## src/design/usig_pkg.sv

```systemverilog
// Package for the UV sphere index generator.
// Holds field widths, register codes, phase codes and the shared structs.
// No dependencies.
package usig_pkg;

   localparam int VTX_W = 16;
   localparam int CFG_W = 9;
   localparam int CSR_IDX_W = 2;

   localparam logic [CSR_IDX_W-1:0] CSR_LAT_DIVISIONS = 2'd0;
   localparam logic [CSR_IDX_W-1:0] CSR_LONG_DIVISIONS = 2'd1;

   localparam logic [CFG_W-1:0] LAT_RESET = 9'd12;
   localparam logic [CFG_W-1:0] LONG_RESET = 9'd24;
   localparam logic [CFG_W-1:0] LAT_MIN = 9'd2;
   localparam logic [CFG_W-1:0] LONG_MIN = 9'd3;

   localparam logic [1:0] PH_BAND = 2'd0;
   localparam logic [1:0] PH_BAND_WRAP = 2'd1;
   localparam logic [1:0] PH_CAP = 2'd2;
   localparam logic [1:0] PH_POLE_WRAP = 2'd3;

   typedef struct packed {
      logic [CFG_W-1:0] lat_m2;
      logic [CFG_W-1:0] lon;
      logic [CFG_W-1:0] lon_m1;
      logic             lat_is2;
      logic [VTX_W-1:0] north;
      logic [VTX_W-1:0] south;
      logic [VTX_W-1:0] last_row;
   } mesh_cfg_type;

   typedef struct packed {
      logic [VTX_W-1:0] vertex_a;
      logic [VTX_W-1:0] vertex_b;
      logic [VTX_W-1:0] vertex_c;
      logic             mesh_done;
   } triangle_type;

endpackage

```

## src/design/usig_cfg.sv

```systemverilog
// Configuration registers and the mesh constants derived from them.
// Depends on usig_pkg.
module usig_cfg import usig_pkg::*; #(
   parameter int MAX_DIVISIONS = 256
) (
   input  logic                 clock,
   input  logic                 reset,
   input  logic                 csr_write_en,
   input  logic [CSR_IDX_W-1:0] csr_index,
   input  logic [CFG_W-1:0]     csr_data,
   output mesh_cfg_type         cfg,
   output logic                 pending
);

   localparam logic [CFG_W-1:0] MAX_DIV = CFG_W'(MAX_DIVISIONS);

   logic [CFG_W-1:0]   lat_raw_ff;
   logic [CFG_W-1:0]   lon_raw_ff;
   logic               pending_ff;
   mesh_cfg_type       cfg_ff;
   mesh_cfg_type       cfg_in;
   logic [CFG_W-1:0]   lat_sat;
   logic [CFG_W-1:0]   lon_sat;
   logic [2*CFG_W-1:0] last_row_prod;

   always_ff @(posedge clock) begin
      if (reset) begin
         lat_raw_ff <= LAT_RESET;
         lon_raw_ff <= LONG_RESET;
         pending_ff <= 1'b1;
      end else begin
         pending_ff <= csr_write_en;
         if (csr_write_en) begin
            unique case (csr_index)
               CSR_LAT_DIVISIONS:  lat_raw_ff <= csr_data;
               CSR_LONG_DIVISIONS: lon_raw_ff <= csr_data;
               default: ;
            endcase
         end
      end
   end

   always_comb begin
      lat_sat = (lat_raw_ff < LAT_MIN) ? LAT_MIN :
                (lat_raw_ff > MAX_DIV) ? MAX_DIV : lat_raw_ff;
      lon_sat = (lon_raw_ff < LONG_MIN) ? LONG_MIN :
                (lon_raw_ff > MAX_DIV) ? MAX_DIV : lon_raw_ff;
      last_row_prod   = (lat_sat - LAT_MIN) * lon_sat;
      cfg_in.lat_m2   = lat_sat - LAT_MIN;
      cfg_in.lon      = lon_sat;
      cfg_in.lon_m1   = lon_sat - CFG_W'(1);
      cfg_in.lat_is2  = (lat_sat == LAT_MIN);
      cfg_in.last_row = VTX_W'(last_row_prod);
      cfg_in.north    = VTX_W'(last_row_prod) + VTX_W'(lon_sat);
      cfg_in.south    = VTX_W'(last_row_prod) + VTX_W'(lon_sat) + VTX_W'(1);
   end

   always_ff @(posedge clock) begin
      cfg_ff <= cfg_in;
   end

   assign cfg = cfg_ff;
   assign pending = pending_ff;

endmodule

```

## src/design/usig_walk.sv

```systemverilog
// Walk state of the mesh and the triangle that the current step emits.
// Depends on usig_pkg.
module usig_walk import usig_pkg::*; #(
   parameter int MAX_DIVISIONS = 256
) (
   input  logic         clock,
   input  logic         reset,
   input  logic         clear,
   input  logic         advance,
   input  logic         restart,
   input  mesh_cfg_type cfg,
   output triangle_type tri_out
);

   localparam int CW = $clog2(MAX_DIVISIONS);

   logic [1:0]       phase_ff, phase_in, phase_cur;
   logic [CW-1:0]    row_ff, row_in, row_cur;
   logic [CW-1:0]    col_ff, col_in, col_cur;
   logic             half_ff, half_in, half_cur;
   logic [VTX_W-1:0] base_ff, base_in, base_cur;
   logic [VTX_W-1:0] nb;
   logic [VTX_W-1:0] colv;
   logic [VTX_W-1:0] lonv;
   logic [CW:0]      col_next;
   logic [CW:0]      row_next;
   logic             col_last;
   logic             row_last;
   triangle_type     tri_c;

   always_comb begin
      if (restart) begin
         phase_cur = PH_BAND;
         row_cur   = '0;
         col_cur   = '0;
         half_cur  = 1'b0;
         base_cur  = '0;
      end else begin
         phase_cur = phase_ff;
         row_cur   = row_ff;
         col_cur   = col_ff;
         half_cur  = half_ff;
         base_cur  = base_ff;
      end
      if (cfg.lat_is2 && (phase_cur == PH_BAND || phase_cur == PH_BAND_WRAP)) begin
         phase_cur = PH_CAP;
      end

      lonv     = VTX_W'(cfg.lon);
      nb       = base_cur + lonv;
      colv     = VTX_W'(col_cur);
      col_next = (CW+1)'(col_cur) + (CW+1)'(1);
      row_next = (CW+1)'(row_cur) + (CW+1)'(1);
      col_last = (CFG_W+1)'(col_next) >= (CFG_W+1)'(cfg.lon_m1);
      row_last = (CFG_W+1)'(row_next) >= (CFG_W+1)'(cfg.lat_m2);

      phase_in = phase_cur;
      row_in   = row_cur;
      col_in   = col_cur;
      half_in  = ~half_cur;
      base_in  = base_cur;
      tri_c.mesh_done = 1'b0;

      unique case (phase_cur)
         PH_BAND: begin
            if (!half_cur) begin
               tri_c.vertex_a = nb + colv + VTX_W'(1);
               tri_c.vertex_b = nb + colv;
               tri_c.vertex_c = base_cur + colv + VTX_W'(1);
            end else begin
               tri_c.vertex_a = base_cur + colv + VTX_W'(1);
               tri_c.vertex_b = nb + colv;
               tri_c.vertex_c = base_cur + colv;
               col_in = CW'(col_next);
               if (col_last) begin
                  col_in   = '0;
                  phase_in = PH_BAND_WRAP;
               end
            end
         end
         PH_BAND_WRAP: begin
            if (!half_cur) begin
               tri_c.vertex_a = nb;
               tri_c.vertex_b = nb + lonv - VTX_W'(1);
               tri_c.vertex_c = base_cur;
            end else begin
               tri_c.vertex_a = base_cur;
               tri_c.vertex_b = nb + lonv - VTX_W'(1);
               tri_c.vertex_c = base_cur + lonv - VTX_W'(1);
               row_in   = CW'(row_next);
               base_in  = nb;
               phase_in = row_last ? PH_CAP : PH_BAND;
            end
         end
         PH_CAP: begin
            if (!half_cur) begin
               tri_c.vertex_a = colv + VTX_W'(1);
               tri_c.vertex_b = colv;
               tri_c.vertex_c = cfg.north;
            end else begin
               tri_c.vertex_a = cfg.south;
               tri_c.vertex_b = cfg.last_row + colv;
               tri_c.vertex_c = cfg.last_row + colv + VTX_W'(1);
               col_in = CW'(col_next);
               if (col_last) begin
                  col_in   = '0;
                  phase_in = PH_POLE_WRAP;
               end
            end
         end
         default: begin
            if (!half_cur) begin
               tri_c.vertex_a = '0;
               tri_c.vertex_b = lonv - VTX_W'(1);
               tri_c.vertex_c = cfg.north;
            end else begin
               tri_c.vertex_a  = cfg.south;
               tri_c.vertex_b  = cfg.last_row + lonv - VTX_W'(1);
               tri_c.vertex_c  = cfg.last_row;
               tri_c.mesh_done = 1'b1;
               phase_in = PH_BAND;
               row_in   = '0;
               col_in   = '0;
               half_in  = 1'b0;
               base_in  = '0;
            end
         end
      endcase
   end

   always_ff @(posedge clock) begin
      if (reset || clear) begin
         phase_ff <= PH_BAND;
         row_ff   <= '0;
         col_ff   <= '0;
         half_ff  <= 1'b0;
         base_ff  <= '0;
      end else if (advance) begin
         phase_ff <= phase_in;
         row_ff   <= row_in;
         col_ff   <= col_in;
         half_ff  <= half_in;
         base_ff  <= base_in;
      end
   end

   assign tri_out = tri_c;

endmodule

```

## src/design/uv_sphere_index_generator_top.sv

```systemverilog
// Top level of the UV sphere index generator: request side, walk, result register.
// Depends on usig_pkg, usig_cfg and usig_walk.
//
//   Channel  Ports                                   Direction  Word
//   req      req_valid, req_stall, req_restart       in         one step request
//   rsp      rsp_valid, rsp_stall, rsp_vertex_*,     out        one triangle
//            rsp_mesh_done
//   csr      csr_write_en, csr_index, csr_data       in         register write
//
// One triangle per cycle while req_stall is low; a request enters the walk logic and its
// triangle is in the result register in the next cycle.
// The cycle after reset and the cycle after each register write stall requests while the
// derived mesh constants (pole indices, last ring row) are recomputed through one multiplier.
// A write to either setting register also restarts the mesh.
// A stalled result holds the request side only while the result register is full.
module uv_sphere_index_generator_top import usig_pkg::*; #(
   parameter int MAX_DIVISIONS = 256
) (
   input  logic                 clock,
   input  logic                 reset,
   input  logic                 req_valid,
   output logic                 req_stall,
   input  logic                 req_restart,
   output logic                 rsp_valid,
   input  logic                 rsp_stall,
   output logic [VTX_W-1:0]     rsp_vertex_a,
   output logic [VTX_W-1:0]     rsp_vertex_b,
   output logic [VTX_W-1:0]     rsp_vertex_c,
   output logic                 rsp_mesh_done,
   input  logic                 csr_write_en,
   input  logic [CSR_IDX_W-1:0] csr_index,
   input  logic [CFG_W-1:0]     csr_data
);

   mesh_cfg_type cfg;
   logic         cfg_pending;
   logic         cfg_clear;
   logic         req_accept;
   triangle_type tri_next;
   triangle_type rsp_ff;
   logic         rsp_valid_ff;
   logic         rsp_valid_in;

   usig_cfg #(
      .MAX_DIVISIONS(MAX_DIVISIONS)
   ) u_cfg (
      .clock        (clock),
      .reset        (reset),
      .csr_write_en (csr_write_en),
      .csr_index    (csr_index),
      .csr_data     (csr_data),
      .cfg          (cfg),
      .pending      (cfg_pending)
   );

   assign cfg_clear = csr_write_en &&
                      (csr_index == CSR_LAT_DIVISIONS || csr_index == CSR_LONG_DIVISIONS);

   usig_walk #(
      .MAX_DIVISIONS(MAX_DIVISIONS)
   ) u_walk (
      .clock   (clock),
      .reset   (reset),
      .clear   (cfg_clear),
      .advance (req_accept),
      .restart (req_restart),
      .cfg     (cfg),
      .tri_out (tri_next)
   );

   assign req_stall  = cfg_pending || (rsp_valid_ff && rsp_stall);
   assign req_accept = req_valid && !req_stall;

   always_comb begin
      if (req_accept) begin
         rsp_valid_in = 1'b1;
      end else if (!rsp_stall) begin
         rsp_valid_in = 1'b0;
      end else begin
         rsp_valid_in = rsp_valid_ff;
      end
   end

   always_ff @(posedge clock) begin
      if (reset) begin
         rsp_valid_ff <= 1'b0;
      end else begin
         rsp_valid_ff <= rsp_valid_in;
      end
   end

   always_ff @(posedge clock) begin
      if (req_accept) begin
         rsp_ff <= tri_next;
      end
   end

   assign rsp_valid     = rsp_valid_ff;
   assign rsp_vertex_a  = rsp_ff.vertex_a;
   assign rsp_vertex_b  = rsp_ff.vertex_b;
   assign rsp_vertex_c  = rsp_ff.vertex_c;
   assign rsp_mesh_done = rsp_ff.mesh_done;

`ifndef SYNTHESIS
   a_cfg_write_stalls: assert property (@(posedge clock) disable iff (reset)
      csr_write_en |=> req_stall)
      else $error("request side open in the cycle after a register write");

   a_accept_gives_result: assert property (@(posedge clock) disable iff (reset)
      req_accept |=> rsp_valid)
      else $error("accepted request produced no result word");

   a_reset_exit_stalls: assert property (@(posedge clock)
      $fell(reset) |-> req_stall)
      else $error("request side open before mesh constants are ready");
`endif

endmodule

```

## config.mk

```make
export PLATFORM = sky130hd
export DESIGN_NAME = uv_sphere_index_generator_top
export DESIGN_NICKNAME = d
export VERILOG_FILES = /design/src/design/usig_pkg.sv /design/src/design/usig_cfg.sv /design/src/design/usig_walk.sv /design/src/design/uv_sphere_index_generator_top.sv
export SDC_FILE = /design/constraint.sdc
export NUM_CORES = 1
export LEC_CHECK = 0
export BUFFER_PORTS_ARGS = -buffer_cell sky130_fd_sc_hd__buf_2
export CAP_MARGIN = 20
export CORE_AREA = 2 2 176 178
export CTS_CLUSTER_SIZE = 8
export DETAILED_ROUTE_END_ITERATION = 10
export DIE_AREA = 0 0 178 180
export PLACE_DENSITY_LB_ADDON = 0.3
export SYNTH_ARGS = -nofsm -noshare
export SYNTH_HDL_FRONTEND = slang
export SYNTH_SLANG_ARGS = --single-unit
```

## constraint.sdc

```tcl
create_clock -name clock -period 7.3 [get_ports clock]
set_input_delay 0.73 -clock clock [delete_from_list [all_inputs] [get_ports clock]]
set_output_delay 0.73 -clock clock [all_outputs]
set_load 0.05 [all_outputs]
```

==> reports/results.txt <==
After technology mapping, the gate count stands at 2125. For this configuration, the core starts out at a cell density of 57.0%. The run gives 0 as the number of hold-slack violations in the final timing report. The total routed wirelength is 59.5 mm.

The clock drives 180 sinks. The max-slew headroom at the worst pin is 30.9%. Using the TritonRoute via totals, the vias-per-cell ratio works out to 6.34. In the final design database the tool counted 2430 nets.

The endpoint of the most critical register-to-register path is u_cfg.cfg[31]. The H-tree was split into 4 levels. At the end of routability-driven placement, the weighted congestion stood at 1.02. Across all register-to-register paths, the minimum setup slack is 0.33 ns.

Clock tree synthesis inserted a total of 17 buffers. Across the run, the number of max-cap violations was 0. The critical path ends at u_cfg.cfg[31]. Root cell of the clock tree: clkbuf_16. The highest-delay cell along the critical path was fa_1.

The number of violations reported at the end of detailed-routing iteration 0 was 1788; the final non-filler cell total was 2596. The area share of the leading cell type in the synthesized netlist works out to 15.2%. The most repeated cell in the gate-level netlist after synthesis was inv_1. Cells fill 62.5% of the core in the end. The run finished with clean final reports. Entering global routing, the biggest net connects 64 pins. TritonCTS built the clock tree.

For this design the static power due to leakage is 0.00825 uW. Clock latency on the worst-skew pair, taken at its later pin, is 0.46 ns. Summing over every cut layer, the via total after detailed routing is 16500. The maximum count of clock buffers along a single path was 2. The depth of the worst register-to-register path was 30. The die is 180 microns tall. The fraction of layout cells with a size suffix above 1 was 9.55%; the critical path required time was 7.68 ns. The maximum net fanout on the critical path works out to 7. Clock-pin slew was measured on the worst setup and hold paths at 0.08 ns. The logs give -0.0737 ns for the pre-CTS worst setup slack and 2711 for the number of filler instances in the final layout. The HPWL after detailed placement is 46.5 mm. At the pin with the least slew margin, the transition time is 1.02 ns. The clock network is responsible for 25.4% of the overall power. Each instance of the synthesized netlist takes up on average 8.10 sq um. Path class of the lowest-slack min-delay path: flop to flop. The run gives 40.5% as the proportion of power drawn by combinational gates. The time the worst path needs with I/O delays and setup was 6.97 ns.

The number of global-route vias before repair was 15500; the worst setup slack after layout was 0.326 ns. The die area came out at 32000 sq um. For the sequential fraction of the synthesis area, the log shows 23.8%.

In the synthesized netlist, the cells that appear most often are inv_1 (226), nor2_1 (208), nand2_1 (192), ha_1 (155), xnor2_1 (132). The tools report the element type at the critical path start as a flop. Data on the critical path arrives at its endpoint at 7.35 ns.

During I/O placement, the number of pins put on the boundary was 68. For the number of placed instances, taps included, the log shows 2561. In the global route stage, overall resource usage came out at 37.2%. Summed over all failing endpoints, the final setup total negative slack is 0 ns. The most frequent cell on the critical path was inv_1. Measured along the x axis, the die boundary spans 178 microns. In this run the power spent charging and discharging nets is 1510 uW.

The async set-or-reset flop fraction in the synthesized netlist was 0%; the count of flip-flops with a built-in enable after synthesis was 49. The critical path in this run is classified as flop to flop. The worst register-to-register path begins at u_cfg.lat_raw_ff[4].

Synthesis inferred 180 register bits. The tools report the global-route wire length before repair as 90.6 mm. The maximum VDD drop came out at 0.158 mV. Sort of element at the end of the critical path: a flop. The total iterations of the first detailed-routing run came out at 6.

Final routed wire length divided by cell count: 22.9 microns. Once detail routing completed, the nets flagged for antenna violations numbered 0. Dividing the final minimum period by the clock period gives 95.5%.

The residual overflow from global routing is 0, and the number of max-slew violations in the final report is 0. The largest total area in the synthesized netlist belongs to dfxtp_1. Among all flip-flop cells after synthesis, the most frequent one is dfxtp_1. In this run, flip-flops and latches consume 34.1% of the power. The run gives 17200 sq um as the post-synthesis instance area. The power per cell area came out at 197 nW/um^2. The placeable core region was 30200 sq um; the number of buffers inserted by port buffering was 67.

During synthesis, Yosys emitted a total of 0 warnings. The floorplan has 64 rows. 0 antenna diodes ended up in the layout.

The logs give 0.0206 ns for the worst setup skew after layout and 2220 uW for the internal power. The net switching fraction of the power works out to 40.5%. After synthesis, the netlist uses 82 different library cells.

The largest single stage delay on the critical path is 0.53 ns. The area added between synthesis and finish came out at 9.65%. Setup violations remaining at the end of the flow were counted as 0.

For this run, design rule violations remaining after detail routing come to 0. In the post-synthesis netlist, the biggest area contributors are dfxtp_1 (15%), ha_1 (11%), edfxtp_1 (8.5%). Tracing the worst setup path back leads to its startpoint at u_cfg.lat_raw_ff[4]. The highest achievable clock rate is 0.143 GHz. The initial antenna violation count is 1.
==> worst min path at each step <==
| stage | start | depth (start not counted) | to | slack, ns |
|---|---|---|---|---|
| after floorplan | u_cfg.lon_raw_ff[1] | 2 | u_cfg.lon_raw_ff[1] | 0.44 |
| after global placement | u_cfg.lon_raw_ff[1] | 2 | u_cfg.lon_raw_ff[1] | 0.45 |
| after detailed placement | u_cfg.lon_raw_ff[1] | 2 | u_cfg.lon_raw_ff[1] | 0.46 |
| after CTS | u_cfg.lon_raw_ff[1] | 2 | u_cfg.lon_raw_ff[1] | 0.47 |
| after global routing | u_cfg.lon_raw_ff[0] | 2 | u_cfg.lon_raw_ff[0] | 0.49 |
| final | u_cfg.lon_raw_ff[1] | 2 | u_cfg.lon_raw_ff[1] | 0.47 |
==> cell type report <==
type / count / area (sq um) / share of cell area [%]
Inverter: 230 / 863 / 4.57
Clock inverter: 14 / 131 / 0.696
Clock buffer: 18 / 439 / 2.33
Sequential cell: 180 / 4100 / 21.7
Tap cell: 396 / 495 / 2.63
Timing Repair Buffer: 121 / 738 / 3.91
Multi-Input combinational cell: 1637 / 12100 / 64.2
==> cells by family after synthesis <==
family,synth area share [%]
xor gates and xnor gates,9.86
other,0.0436
adders and majority gates,19.5
DFF,23.8
and+or+nand+nor,19.4
buffers and inverters,6.86
muxes,1.44
AOI/OAI and AO/OA,19.1
==> metrics by stage <==
step / total power (uW) / hold slack, ns / instance area [sq um]
finish: 3730 / 0.466 / 18900
global route: 3920 / 0.493 / 18900
CTS: 3630 / 0.466 / 18700
detailed placement: 2690 / 0.455 / 18100
global placement: 2660 / 0.449 / 18100
floorplan: 2300 / 0.437 / 17200
==> worst max-delay path: cells and delay by family (launching register included) <==
family | cells | cell delay, ns
buf+inv | 6 | 0.46
simple gates | 7 | 1.16
mux | 1 | 0.39
xor+xnor | 2 | 0.35
fa+ha+maj | 6 | 2.55
compound gates | 8 | 1.61
flops | 1 | 0.36
==> metal layers <==
metal / share of wire (%) / vias up / global-route usage (%)
li1: - / 7519 / -
met1: 41 / 7810 / 49.6
met2: 45 / 933 / 58.6
met3: 8.5 / 189 / 5.69
met4: 5.6 / 2 / 18.4
met5: 0.018 / - / 0
==> layout by cell type, fill, tap and decap left out, drive strengths merged, types with 13 or more instances in the layout <==
cell and n:
o21a 13, nor3 45, nand2b 25, buf 121, a21oi 123, xor2 61, nand4 15, mux2i 18
nand2 192, a211oi 23, a31oi 19, nand3 78, dfxtp 131, and3 19, nor2b 38, clkbuf 18
a221oi 25, ha 155, edfxtp 49, o211ai 18, a22oi 40, inv 237, nor3b 14, nor2 208
fa 71, and2 14, a21o 23, xnor2 132, o21ai 89
==> sequential cells by signal, summed over array words and instances (netlist names), 2 cells and up <==
signal	cells
u_cfg.lat_raw_ff	9
u_cfg.lon_raw_ff	9
rsp_vertex_c	16
u_walk.col_ff	8
u_walk.phase_ff	2
rsp_vertex_a	16
u_cfg.cfg	76
u_walk.base_ff	16
u_walk.row_ff	8
rsp_vertex_b	16
==> power groups by stage <==
stage	clock network [uW]	registers [uW]	logic, uW
final	947	1270	1510
after global routing	987	1280	1660
after CTS	943	1260	1420
after detailed placement	0	1290	1410
after global placement	0	1280	1380
after floorplan	0	1250	1050
==> timing repair <==
| action | CTS | global route |
|---|---|---|
| hold buffers | 0 | 0 |
| buffers inserted | 0 | 3 |
| gates resized for setup | 2 | 23 |
| pin swaps | 0 | 13 |
| setup endpoints to repair | 1 | 6 |
| hold endpoints to repair | 0 | 0 |
(Power assumes the default switching activity.)
